`config.mk`:
```
export PLATFORM = sky130hd
export DESIGN_NAME = two_queue_policy_scheduler
export DESIGN_NICKNAME = d
export VERILOG_FILES = /design/src/rtl/tqps_pkg.sv /design/src/rtl/tqps_front.sv /design/src/rtl/tqps_engine.sv /design/src/rtl/two_queue_policy_scheduler.sv
export SDC_FILE = /design/constraint.sdc
export NUM_CORES = 2
export LEC_CHECK = 0
export ABC_CLOCK_PERIOD_IN_PS = 10650
export BUFFER_PORTS_ARGS = -buffer_cell sky130_fd_sc_hd__buf_2
export CORE_MARGIN = 1
export CORE_UTILIZATION = 28
export DETAILED_ROUTE_END_ITERATION = 8
export HOLD_SLACK_MARGIN = 0.06
export PLACE_DENSITY_LB_ADDON = 0.05
export SLEW_MARGIN = 10
export SYNTH_ARGS = -nofsm -noshare
export SYNTH_HDL_FRONTEND = slang
export SYNTH_SLANG_ARGS = --single-unit
```
`constraint.sdc`:
```
create_clock -name clk -period 10.65 [get_ports clk]
set_input_delay 2.13 -clock clk [delete_from_list [all_inputs] [get_ports clk]]
set_output_delay 2.13 -clock clk [all_outputs]
set_load 0.005 [all_outputs]
```
`src/rtl/tqps_pkg.sv`:
```
// ----------------------------------------------------------------------------
// tqps_pkg
// Types and constants shared by the two-queue policy scheduler.
// ----------------------------------------------------------------------------
package tqps_pkg;

    localparam int DefQueueDepth = 16;
    localparam int CmdFifoDepth  = 2;

    localparam logic       KIND_ENQ    = 1'b0;
    localparam logic       KIND_DEQ    = 1'b1;
    localparam logic [2:0] POL_FCFS    = 3'd0;
    localparam logic [2:0] POL_RR      = 3'd1;
    localparam logic [2:0] POL_PRIO    = 3'd2;
    localparam logic [2:0] POL_SJF     = 3'd3;
    localparam logic [2:0] POL_EDF     = 3'd4;

    typedef struct packed {
        logic        kind;
        logic        direction;
        logic [7:0]  job_id;
        logic [7:0]  priority_req;
        logic [15:0] remaining_time;
        logic [15:0] deadline;
    } in_item_t;

    typedef struct packed {
        logic       ok;
        logic [7:0] chosen_id;
        logic       pending;
    } out_item_t;

    typedef struct packed {
        logic [7:0]  id;
        logic [7:0]  prio;
        logic [15:0] rem;
        logic [15:0] dl;
    } job_t;

    // one job of policy comparison: does cand beat best
    function automatic logic job_better(job_t cand, job_t best, logic [2:0] pol);
        logic b;
        b = 1'b0;
        case (pol)
            POL_PRIO: b = cand.prio > best.prio;
            POL_SJF:  b = cand.rem < best.rem;
            POL_EDF:  b = cand.dl < best.dl;
            default:  b = 1'b0;
        endcase
        return b;
    endfunction

endpackage

```
`src/rtl/tqps_front.sv`:
```
// ----------------------------------------------------------------------------
// tqps_front
// Input side: takes items into a short command queue for the engine.
// ----------------------------------------------------------------------------
module tqps_front
    import tqps_pkg::*;
(
    input  logic     clk,
    input  logic     rst_n,
    input  logic     in_valid,
    output logic     in_stall,
    input  in_item_t in_item,
    output logic     cmd_valid,
    input  logic     cmd_take,
    output in_item_t cmd_item
);

    localparam int PtrW = $clog2(CmdFifoDepth);

    in_item_t              fifo_reg [CmdFifoDepth];
    logic [PtrW-1:0]       wr_ptr_reg, rd_ptr_reg;
    logic [PtrW:0]         cnt_reg, cnt_next;
    logic                  push, pop;

    assign in_stall  = (cnt_reg == (PtrW+1)'(CmdFifoDepth));
    assign push      = in_valid && !in_stall;
    assign pop       = cmd_take && cmd_valid;
    assign cmd_valid = (cnt_reg != '0);
    assign cmd_item  = fifo_reg[rd_ptr_reg];

    // occupancy
    always_comb
    begin
        cnt_next = cnt_reg;
        if (push && !pop)
            cnt_next = cnt_reg + 1'b1;
        else if (pop && !push)
            cnt_next = cnt_reg - 1'b1;
    end

    // pointers
    always_ff @(posedge clk or negedge rst_n)
    begin
        if (!rst_n)
        begin
            wr_ptr_reg <= '0;
            rd_ptr_reg <= '0;
            cnt_reg    <= '0;
        end
        else
        begin
            cnt_reg <= cnt_next;
            if (push)
                wr_ptr_reg <= wr_ptr_reg + 1'b1;
            if (pop)
                rd_ptr_reg <= rd_ptr_reg + 1'b1;
        end
    end

    // storage
    always_ff @(posedge clk)
    begin
        if (push)
            fifo_reg[wr_ptr_reg] <= in_item;
    end

endmodule

```
`src/rtl/tqps_engine.sv`:
```
// ----------------------------------------------------------------------------
// tqps_engine
// Back end: holds both job queues, scans them one entry a cycle and compacts them.
// ----------------------------------------------------------------------------
module tqps_engine
    import tqps_pkg::*;
#(
    parameter int QUEUE_DEPTH = DefQueueDepth
)
(
    input  logic      clk,
    input  logic      rst_n,
    input  logic [2:0] policy,
    input  logic      cmd_valid,
    output logic      cmd_take,
    input  in_item_t  cmd_item,
    output logic      out_valid,
    input  logic      out_stall,
    output out_item_t out_item
);

    localparam int IdxW = $clog2(QUEUE_DEPTH);
    localparam int CntW = $clog2(QUEUE_DEPTH + 1);
    localparam logic [CntW-1:0] Full = CntW'(QUEUE_DEPTH);

    typedef enum logic [6:0] {
        ST_IDLE  = 7'b0000001,
        ST_RD    = 7'b0000010,
        ST_SCAN  = 7'b0000100,
        ST_SHRD  = 7'b0001000,
        ST_SHWR  = 7'b0010000,
        ST_DONE  = 7'b0100000,
        ST_OUT   = 7'b1000000
    } state_t;

    state_t          state_reg, state_next;
    job_t            mem_l [QUEUE_DEPTH];
    job_t            mem_r [QUEUE_DEPTH];
    job_t            rd_data_reg;
    logic [CntW-1:0] cnt_l_reg, cnt_r_reg, cnt_l_next, cnt_r_next;
    logic            dir_reg;
    logic            deq_reg;
    logic [2:0]      pol_reg;
    logic [IdxW-1:0] idx_reg, idx_next, best_idx_reg, best_idx_next;
    job_t            best_reg, best_next, head_reg, head_next;
    logic [IdxW-1:0] rd_addr;
    logic            rd_en;
    logic            wr_en;
    logic [IdxW-1:0] wr_addr;
    job_t            wr_data;
    logic            out_valid_reg;
    out_item_t       out_reg, out_next;
    logic [CntW-1:0] n_sel, n_sel_next;
    logic            is_rr;
    logic            ld_out;

    assign n_sel = dir_reg ? cnt_r_reg : cnt_l_reg;
    assign is_rr = (pol_reg == POL_RR);

    // control
    always_comb
    begin
        state_next    = state_reg;
        idx_next      = idx_reg;
        best_idx_next = best_idx_reg;
        best_next     = best_reg;
        head_next     = head_reg;
        cnt_l_next    = cnt_l_reg;
        cnt_r_next    = cnt_r_reg;
        rd_en         = 1'b0;
        rd_addr       = idx_reg;
        wr_en         = 1'b0;
        wr_addr       = idx_reg;
        wr_data       = rd_data_reg;
        cmd_take      = 1'b0;
        ld_out        = 1'b0;
        out_next      = out_reg;
        n_sel_next    = n_sel;
        case (state_reg)
            ST_IDLE:
            begin
                if (cmd_valid && !out_valid_reg)
                begin
                    cmd_take = 1'b1;
                    if (cmd_item.kind == KIND_ENQ)
                    begin
                        n_sel_next = cmd_item.direction ? cnt_r_reg : cnt_l_reg;
                        out_next.chosen_id = '0;
                        out_next.ok = (n_sel_next != Full);
                        if (n_sel_next != Full)
                        begin
                            wr_en   = 1'b1;
                            wr_addr = n_sel_next[IdxW-1:0];
                            wr_data = '{cmd_item.job_id, cmd_item.priority_req,
                                        cmd_item.remaining_time, cmd_item.deadline};
                            if (cmd_item.direction)
                                cnt_r_next = cnt_r_reg + 1'b1;
                            else
                                cnt_l_next = cnt_l_reg + 1'b1;
                        end
                        state_next = ST_DONE;
                    end
                    else
                    begin
                        n_sel_next = cmd_item.direction ? cnt_r_reg : cnt_l_reg;
                        out_next = '0;
                        if (n_sel_next == '0 || policy > POL_EDF)
                            state_next = ST_DONE;
                        else
                        begin
                            rd_en         = 1'b1;
                            rd_addr       = '0;
                            idx_next      = '0;
                            best_idx_next = '0;
                            state_next    = ST_RD;
                        end
                    end
                end
            end
            // head read in flight
            ST_RD:
            begin
                best_next = rd_data_reg;
                head_next = rd_data_reg;
                if (is_rr || pol_reg == POL_FCFS || n_sel == CntW'(1))
                begin
                    idx_next   = '0;
                    state_next = (n_sel == CntW'(1)) ? ST_DONE : ST_SHRD;
                    if (n_sel != CntW'(1))
                    begin
                        rd_en   = 1'b1;
                        rd_addr = IdxW'(1);
                    end
                    else
                        ld_out = 1'b1;
                end
                else
                begin
                    rd_en      = 1'b1;
                    rd_addr    = IdxW'(1);
                    idx_next   = IdxW'(1);
                    state_next = ST_SCAN;
                end
            end
            // one compare per cycle
            ST_SCAN:
            begin
                if (job_better(rd_data_reg, best_reg, pol_reg))
                begin
                    best_next     = rd_data_reg;
                    best_idx_next = idx_reg;
                end
                if ((CntW'(idx_reg) + 1'b1) == n_sel)
                begin
                    if (CntW'(best_idx_next) + 1'b1 == n_sel)
                    begin
                        ld_out     = 1'b1;
                        state_next = ST_DONE;
                    end
                    else
                    begin
                        idx_next   = best_idx_next;
                        rd_en      = 1'b1;
                        rd_addr    = best_idx_next + 1'b1;
                        state_next = ST_SHRD;
                    end
                end
                else
                begin
                    idx_next = idx_reg + 1'b1;
                    rd_en    = 1'b1;
                    rd_addr  = idx_reg + 1'b1;
                end
            end
            // wait state between the read of entry idx+1 and its write
            ST_SHRD:
            begin
                state_next = ST_SHWR;
            end
            // move entry idx+1 down to idx
            ST_SHWR:
            begin
                wr_en   = 1'b1;
                wr_addr = idx_reg;
                wr_data = rd_data_reg;
                if ((CntW'(idx_reg) + 2'd2) == n_sel)
                begin
                    ld_out     = 1'b1;
                    state_next = ST_DONE;
                end
                else
                begin
                    idx_next   = idx_reg + 1'b1;
                    rd_en      = 1'b1;
                    rd_addr    = idx_reg + 2'd2;
                    state_next = ST_SHRD;
                end
            end
            // final write for round robin: old head goes to the tail
            ST_DONE:
            begin
                if (deq_reg && is_rr && out_reg.ok && n_sel != CntW'(1))
                begin
                    wr_en   = 1'b1;
                    wr_addr = IdxW'(n_sel - 1'b1);
                    wr_data = head_reg;
                end
                state_next = ST_OUT;
            end
            ST_OUT:
            begin
                state_next = ST_IDLE;
            end
            default:
            begin
                state_next = ST_IDLE;
            end
        endcase
        if (ld_out)
        begin
            out_next.ok        = 1'b1;
            out_next.chosen_id = (state_reg == ST_RD) ? rd_data_reg.id : best_next.id;
            if (!is_rr)
            begin
                if (dir_reg)
                    cnt_r_next = cnt_r_reg - 1'b1;
                else
                    cnt_l_next = cnt_l_reg - 1'b1;
            end
        end
    end

    // memories, read data registered
    always_ff @(posedge clk)
    begin
        if (wr_en && (state_reg == ST_IDLE ? cmd_item.direction : dir_reg))
            mem_r[wr_addr] <= wr_data;
        if (wr_en && !(state_reg == ST_IDLE ? cmd_item.direction : dir_reg))
            mem_l[wr_addr] <= wr_data;
        if (rd_en)
            rd_data_reg <= (state_reg == ST_IDLE ? cmd_item.direction : dir_reg)
                           ? mem_r[rd_addr] : mem_l[rd_addr];
    end

    // datapath registers
    always_ff @(posedge clk)
    begin
        idx_reg      <= idx_next;
        best_idx_reg <= best_idx_next;
        best_reg     <= best_next;
        head_reg     <= head_next;
        out_reg      <= out_next;
        if (cmd_take)
        begin
            dir_reg <= cmd_item.direction;
            deq_reg <= (cmd_item.kind == KIND_DEQ);
            pol_reg <= policy;
        end
    end

    // control registers
    always_ff @(posedge clk or negedge rst_n)
    begin
        if (!rst_n)
        begin
            state_reg     <= ST_IDLE;
            cnt_l_reg     <= '0;
            cnt_r_reg     <= '0;
            out_valid_reg <= 1'b0;
        end
        else
        begin
            state_reg <= state_next;
            cnt_l_reg <= cnt_l_next;
            cnt_r_reg <= cnt_r_next;
            if (state_reg == ST_OUT)
                out_valid_reg <= 1'b1;
            else if (!out_stall)
                out_valid_reg <= 1'b0;
        end
    end

    // pending reflects counts after this step
    always_comb
    begin
        out_item         = out_reg;
        out_item.pending = (cnt_l_reg != '0) || (cnt_r_reg != '0);
    end
    assign out_valid = out_valid_reg;

endmodule

```
`src/rtl/two_queue_policy_scheduler.sv`:
```
// ----------------------------------------------------------------------------
// two_queue_policy_scheduler
// Two job queues served by FCFS, round robin, priority, SJF or EDF.
// ----------------------------------------------------------------------------
// Usage: items arrive on in_valid/in_stall with an in_item_t payload; each
// item yields one out_item_t transfer on out_valid/out_stall. The user must
// write the policy register through policy_we/policy_wdata only while the
// block is idle; the block itself does not enforce this. An input item lands
// in a two-entry command queue, so the input side keeps taking items, until
// the queue is full, while the engine works or its result waits. An enqueue
// writes its job as it is taken. A dequeue reads the queue through a
// registered memory port, one entry a cycle in a selection scan over N stored
// jobs; the compaction of the entries behind the chosen job takes a read
// and a write state per entry. One item is in the engine at a time.
// Reset empties both queues and sets the policy to FCFS; queue contents are
// not cleared. While out_stall is high the result holds and the engine
// waits; the command queue still takes up to two items.
module two_queue_policy_scheduler
    import tqps_pkg::*;
#(
    parameter int QUEUE_DEPTH = DefQueueDepth
)
(
    input  logic       clk,
    input  logic       rst_n,
    input  logic       policy_we,
    input  logic [2:0] policy_wdata,
    input  logic       in_valid,
    output logic       in_stall,
    input  in_item_t   in_item,
    output logic       out_valid,
    input  logic       out_stall,
    output out_item_t  out_item
);

    logic [2:0] policy_reg;
    logic       cmd_valid, cmd_take;
    in_item_t   cmd_item;

    // policy register
    always_ff @(posedge clk or negedge rst_n)
    begin
        if (!rst_n)
            policy_reg <= POL_FCFS;
        else if (policy_we)
            policy_reg <= policy_wdata;
    end

    tqps_front u_front (
        .clk       (clk),
        .rst_n     (rst_n),
        .in_valid  (in_valid),
        .in_stall  (in_stall),
        .in_item   (in_item),
        .cmd_valid (cmd_valid),
        .cmd_take  (cmd_take),
        .cmd_item  (cmd_item)
    );

    tqps_engine #(.QUEUE_DEPTH(QUEUE_DEPTH)) u_engine (
        .clk       (clk),
        .rst_n     (rst_n),
        .policy    (policy_reg),
        .cmd_valid (cmd_valid),
        .cmd_take  (cmd_take),
        .cmd_item  (cmd_item),
        .out_valid (out_valid),
        .out_stall (out_stall),
        .out_item  (out_item)
    );

    // a failed transfer never carries an id
    assert property (@(posedge clk) disable iff (!rst_n)
        (out_valid && !out_item.ok) |-> (out_item.chosen_id == '0))
        else $error("failed result carries an id");

    // a stalled result holds until it is taken
    assert property (@(posedge clk) disable iff (!rst_n)
        (out_valid && out_stall) |=> (out_valid && $stable(out_item)))
        else $error("stalled result changed");

    // engine takes a command only with no result waiting
    assert property (@(posedge clk) disable iff (!rst_n)
        cmd_take |-> !out_valid)
        else $error("command taken while result waits");

endmodule
```
Word level (Yosys, flattened, before mapping). Memories as Yosys holds them, arrays and structs flattened. Cells that the tools add are included.

Register bits: 191. Bits in latches: 0. Bits in writable memories: 1636. Memory bits (read-only): 0. Input port bits: 58. Output and inout port bits: 12. Logic and storage cells: 211. Memories: 3.

Memory list: u_engine.mem_l (depth 16, bits a word 48, rd ports 1, clocked after Yosys merged registers in 0, wr ports 1, line tqps_engine.sv:37) `job_t mem_l [QUEUE_DEPTH];`; u_engine.mem_r (depth 16, bits a word 48, rd ports 1, clocked after Yosys merged registers in 0, wr ports 1, line tqps_engine.sv:38) `job_t mem_r [QUEUE_DEPTH];`; u_front.fifo_reg (depth 2, bits a word 50, rd ports 1, clocked after Yosys merged registers in 0, wr ports 1, line tqps_front.sv:20) `in_item_t fifo_reg [CmdFifoDepth];`.

Add/sub/neg operators: 15. $mul: 0. Divide/modulo/power cells: 0. Magnitude comparators: 4. Equal/unequal tests: 26. Shifts and indexed selects: 0. Mux-type cells: 100. Bitwise logic cells: 0. Reduce and logical (&&, ||, !) cells: 36.

Operator list (number): $mux W48 (6); $pmux W48 S2 (2); $mux W5 (18); $mux W4 (20); $pmux W7 S6 (1); $lt A16 B16 Y1 (2); $pmux W4 S4 (2); $mux W1 (30); $mux W6 (5); $mux W9 (3); $mux W7 (3); $mux W8 (2); $pmux W4 S2 (2); $eq A5 B5 Y1 (3); $reduce_bool A2 Y1 (6); $add A4 B1 Y5 const B (2); $add A5 B1 Y5 const B (2); $logic_and A1 B1 Y1 (10); $ne A2 B1 Y1 const B (5); $reduce_bool A5 Y1 (2); $sub A5 B1 Y5 const B (2); $pmux W1 S3 (3); $add A4 B1 Y4 const B (2); $gt A8 B8 Y1 (1); 33 further kinds (47).

Longest topological paths before layout.
Depth after elaboration: 12. Gate-level depth with buffers: 27. Mapped depth without buffers: 23.

By module. From an unflattened synthesis, not the netlist that was laid out.

Cells, all modules: 5366. Area total of the unflattened synthesis: 73505.5 um^2.

Modules (own cells, without submodules): tqps_engine (times used 1, cells each 5185, area an instance 69335.2 um^2, seq. area each 51470.6 um^2); tqps_front (times used 1, cells each 175, area an instance 4061.4 um^2, seq. area each 3103.0 um^2); two_queue_policy_scheduler (times used 1, cells each 6, area an instance 108.9 um^2, seq. area each 75.1 um^2).

Worst setup path after synthesis. OpenSTA, ideal clock, no wires.

Path kind: reg-to-reg. From: register u_engine.rd_data_reg[11] in the netlist's numbering. To: register u_engine.rd_data_reg[0] in the netlist's numbering, enable pin. Library setup time: 520 ps. Data arrival time: 7283 ps. Data required time: 10130 ps. Slack: 2847 ps. Cell stages (with the launch flop): 19. Buffers on the path: 0. Period minus slack after synthesis: 7803 ps. Cell sequence: edfxtp_1 > ha_1 > and2_1 > a221o_1 > a221o_1 > or3_4 > nand3_1 > mux2i_1 > inv_1 > ha_1 > nand3_1 > xor2_1 > o31ai_1 > o31ai_1 > nor3b_1 > mux2_2 > nand2_1 > nor2_1 > o21ai_0.

Cells in the longest elaborated chain, start to end: 10.

Ends and longest elaborated chain: start: declaration (line tqps_engine.sv:39) `job_t rd_data_reg;`; start signal: assignment (line tqps_engine.sv:241) `rd_data_reg <= (state_reg == ST_IDLE ? cmd_item.direction : dir_reg)`; $lt A16 B16 Y1 (line tqps_pkg.sv:47) `POL_EDF: b = cand.dl < best.dl;`; $pmux W1 S3 (line tqps_pkg.sv:44) `case (pol)`; $mux W1 (line tqps_engine.sv:79) `case (state_reg)`; $mux W4 (line tqps_engine.sv:148) `if (job_better(rd_data_reg, best_reg, pol_reg))`; $mux W4 (line tqps_engine.sv:79); $add A4 B1 Y5 (line tqps_engine.sv:155) `if (CntW'(best_idx_next) + 1'b1 == n_sel)`; $eq A5 B5 Y1 (line tqps_engine.sv:155); $mux W1 (line tqps_engine.sv:155); $mux W1 (line tqps_engine.sv:153) `if ((CntW'(idx_reg) + 1'b1) == n_sel)`; $pmux W1 S4 (line tqps_engine.sv:79); via u_engine.rd_en (line tqps_engine.sv:47) `logic rd_en;`.

The timed path passes the listed nets, and every way through them passes these cells. The select of a mux whose other input is x is not followed. A chain may end at the register's enable or synchronous reset.

Worst setup path after layout.
From: register u_engine.rd_data_reg[7] in the netlist's numbering. To: register u_engine.rd_data_reg[10] in the netlist's numbering (data pin).

Cells in the longest elaborated chain, start to end: 12. Elaborated cells on any way between the ends: 14. Those cells by class: 2 x add/sub; 1 x order compare; 1 x eq/ne; 8 x mux; 2 x memory.

Ends and longest elaborated chain: $lt A16 B16 Y1 * (line tqps_pkg.sv:47); $pmux W1 S3 * (line tqps_pkg.sv:44); $mux W1 * (line tqps_engine.sv:79); $mux W4 * (line tqps_engine.sv:148); $mux W4 * (line tqps_engine.sv:79); $add A4 B1 Y5 (line tqps_engine.sv:155); $eq A5 B5 Y1 (line tqps_engine.sv:155); $mux W4 * (line tqps_engine.sv:155); $mux W4 * (line tqps_engine.sv:153); $pmux W4 S4 * (line tqps_engine.sv:79); $mem_v2 Z16 W48, on equally long branches; $mux W48 * (line tqps_engine.sv:242) `? mem_r[rd_addr] : mem_l[rd_addr];`.

Mark *: on every way between the ends. The rest lies on a longest branch, timed or not. The select of a mux whose other input is x is not followed.

==> implementation parameters <==
Parameter                              Value

Yosys
  Post-Synthesis Net Count    5258
  Syn Inst Count    5150
  Cell Area, Synth    72540 µm²
  Top cells by count, synth    sky130_fd_sc_hd__edfxtp_1, sky130_fd_sc_hd__nand2_1, sky130_fd_sc_hd__nand3_1
  Number of enable-type register cells in the synthesized netlist    1793
  Register bit count reported by yosys    1827
  Area fraction of the dominant cell type after synthesis    74.22%
  Share of flip-flops with an asynchronous set or reset after synthesis    1.368%
  Primary FF master, synth    sky130_fd_sc_hd__edfxtp_1
  Top area cells in the synthesized netlist    sky130_fd_sc_hd__edfxtp_1, sky130_fd_sc_hd__nand2_1, sky130_fd_sc_hd__mux2i_1, sky130_fd_sc_hd__nand3_1, sky130_fd_sc_hd__nor2_1
  Number of warnings printed during yosys synthesis    0
  Fraction of the yosys area taken by sequential cells    around three quarters
  Cell with the most instances after synthesis    sky130_fd_sc_hd__edfxtp_1
  Average size of a mapped cell    14.09 µm²
  Unique masters post-synth    between 80 and 90
  Dominant cell type by area after synthesis    sky130_fd_sc_hd__edfxtp_1

Setup path
  Worst r2r path cells    22
  Required time at the endpoint of the critical path    11.14 ns
  Register-to-register path setup slack    2.32 ns
  Critical-path maximum fanout    26
  Type of element capturing the critical path    register
  Reg-to-reg critical path startpoint    u_engine.rd_data_reg[7]
  Kind of critical path    reg -> reg
  Arrival @ worst endpoint    8.81 ns
  Endpoint of the lowest-slack register-to-register path    u_engine.rd_data_reg[10]
  Crit path launch type    register

Die
  Placeable core area    257200 µm²
  Vertical extent of the die    511 µm
  Full die area    261100 µm²
  Effective utilization at floorplan    28.21%
  I/O pins    70
  Number of core rows    186
  DIE WIDTH    511 µm

Clocking
  Post-CTS sizing    0
  Post-CTS Hold Fix Bufs    0
  # Post-CTS Setup Buffers    0
  # H-tree levels    4
  Clock-pin slew of the registers on the worst-case setup and hold paths    0.06 ns
  Clock root buffer    sky130_fd_sc_hd__clkbuf_16
  Clock Sink Count    1827
  Inserted Clock Buffers    210
  Clock insertion delay at the later pin of the skew report    ~0.85 ns
  Clock Path Buffers    3
  TritonCTS clock tree    yes

Placed design
  Final weighted congestion of routability-driven global placement    around 0.79
  Count of buffers inserted at the top-level ports    69
  HPWL reported at the end of detailed placement    approximately 140000 µm
  Instance area at placement    around 78000 µm²

STA
  Final critical-path share of the clock period    78.18%
  Final Hold Fails    0
  Worst slew margin    13.90%
  Sum of negative setup slack    0 ns
  Unrepaired setup endpoints after global routing    false
  Minimum clock period    about 8.3 ns
  Final count of negative-setup-slack endpoints    0
  Skew final    0.03219 ns
  Transition time at the pin with the least slew margin    1.291 ns
  Final Slew Violations    0
  Highest achievable clock rate    roughly 120 MHz

Worst hold path
  Min-Delay Endpoint    u_engine.best_reg[47]
  Worst hold path type    reg -> reg
  Hold path depth    1
  Launch point of the worst hold path    u_engine.best_reg[47]

Routing
  Iteration-0 DRC Markers    ~3900
  Detail Route Antenna Nets    0
  WL final    about 260000 µm
  Detailed-route DRC error count    0
  Average detailed-routed wire length per instance    roughly 29 µm
  Via count    43447
  Via-per-instance ratio    4.906
  Iteration count of the initial detailed-routing pass    5

GRT
  Total congestion overflow after global routing    0
  Wire length of the first global-routing pass    approximately 360000 µm
  Number of antenna violations at the first check in global routing    16
  Number of global-route vias before repair    between 40000 and 50000
  Global-route usage over all layers    19.60%
  Largest net degree at the start of global routing    135

Flow run
  Maxcap violations    0

Pwr
  Leakage power    27.96 nW
  Worst voltage drop across the vdd grid    roughly 0.36 mV
  Power per cell area    352.6 nW/µm²

Layout
  Final net count    5395
  Area growth from synthesis to final layout    15.98%
  Share of layout cells above drive strength 1    around 11%
  Number of fill cells in the layout    25269
  Cell area after layout    84130 µm²

Run status
  Status    complete, no violations
-- worst max-delay path, cell delays in order (launching register included) --
cell and delay (ns):
sky130_fd_sc_hd__edfxtp_1 0.60, sky130_fd_sc_hd__ha_1 0.39, sky130_fd_sc_hd__and3_1 0.21, sky130_fd_sc_hd__a221oi_1 0.80, sky130_fd_sc_hd__nor2_1 0.29, sky130_fd_sc_hd__or3_4 0.47
sky130_fd_sc_hd__nand3_1 0.33, sky130_fd_sc_hd__mux2i_1 0.36, sky130_fd_sc_hd__inv_1 0.08, sky130_fd_sc_hd__ha_1 0.25, sky130_fd_sc_hd__nand3_1 0.13, sky130_fd_sc_hd__xor2_1 0.16
sky130_fd_sc_hd__o31ai_1 0.10, sky130_fd_sc_hd__o31ai_1 0.33, sky130_fd_sc_hd__nor3_1 0.12, sky130_fd_sc_hd__mux2_2 0.33, sky130_fd_sc_hd__a211oi_2 0.33, sky130_fd_sc_hd__o21ai_2 0.24
sky130_fd_sc_hd__nand4_1 0.20, sky130_fd_sc_hd__buf_4 0.30, sky130_fd_sc_hd__buf_4 0.61, sky130_fd_sc_hd__o2111ai_1 0.27, sky130_fd_sc_hd__nor4_1 1.02
-- report_power, final --
group | switching, mW | internal [mW]
logic | 8.77 | 2.96
registers | 0.420 | 10.5
clock network | 3.02 | 4.01
total | 12.2 | 17.5
-- per-layer routing --
layer  up-vias  track usage [%]  part of all wire [%]
li1      19498                -                     -
met1     22691            27.63                    47
met2       996            32.13                    47
met3       262            2.512                   4.0
met4         0            4.080                   1.6
met5         -                0                     0
-- area by class of cell --
class                   instances  area [µm²]  area share, %
clock inverters               135        1085          1.289
multi-input cells            2977       16800          19.96
repair buffers                211        1637          1.945
flip-flops and latches       1827       54650          64.96
inverters                      60       225.2         0.2677
well taps                    3384        4234          5.033
diodes                          5       12.51        0.01487
clock buffers                 256        5492          6.527
-- cells by family after synthesis --
group	after synthesis	synth area share (%)
buf+inv	346	2.116
xor+xnor	31	0.3743
simple gates	2255	13.42
compound gates	372	4.150
mux	269	3.748
fa+ha+maj	50	0.8624
flops	1827	75.33
-- per-stage QoR --
stage          power [mW]  instances  setup WS [ns]  utilization (%)  hold WS, ns
2_1_floorplan       17.78       5150          2.847                -       0.4364
3_3_place_gp        23.09       8458          1.384            30.15       0.4597
3_5_place_dp        23.06       8459          2.540            30.15       0.4607
4_1_cts             30.17       8850          2.490            32.71       0.4747
5_1_grt             31.24       8851          2.181            32.71       0.4862
6_report            29.67       8855          2.324            32.72       0.4736
-- worst max path at each step --
stage | from | endpoint | slack (ns) | cells past startpoint
finish | u_engine.rd_data_reg[7] | u_engine.rd_data_reg[10] | 2.32 | 22
global route | u_engine.rd_data_reg[7] | u_engine.rd_data_reg[10] | 2.18 | 22
CTS | u_engine.rd_data_reg[7] | u_engine.rd_data_reg[10] | 2.49 | 22
detailed placement | u_engine.rd_data_reg[7] | u_engine.rd_data_reg[10] | 2.54 | 22
global placement | u_engine.rd_data_reg[3] | u_engine.rd_data_reg[10] | 1.38 | 22
floorplan | u_engine.rd_data_reg[11] | u_engine.rd_data_reg[0] | 2.85 | 18
-- layout by cell type (no fill, tap or decap), drive strengths merged, types with 4 or more instances in the layout --
cell / synthesis / routed
edfxtp: 1793 / 1793
nand2: 1109 / 1109
nand3: 495 / 495
nor2: 414 / 414
clkbuf: 132 / 256
mux2i: 254 / 254
buf: 154 / 211
clkinv: 0 / 112
o2111ai: 97 / 97
inv: 60 / 65
nand4: 63 / 63
nor4: 54 / 54
o22ai: 51 / 51
ha: 50 / 50
a221o: 50 / 50
a32oi: 49 / 49
nor2b: 48 / 48
a21oi: 28 / 28
o21ai: 25 / 25
dfrtp: 24 / 24
nor3: 19 / 19
xor2: 17 / 17
mux2: 15 / 15
bufinv: 0 / 15
xnor2: 14 / 14
and2: 13 / 13
and3: 12 / 12
o211ai: 11 / 11
dfxtp: 9 / 9
a21boi: 8 / 8
a21o: 7 / 7
o31ai: 7 / 7
a211oi: 6 / 6
or3: 6 / 6
diode: 0 / 5
nand2b: 5 / 5
o21a: 4 / 4
o41ai: 4 / 4
Power figures use the tool's default switching activity.
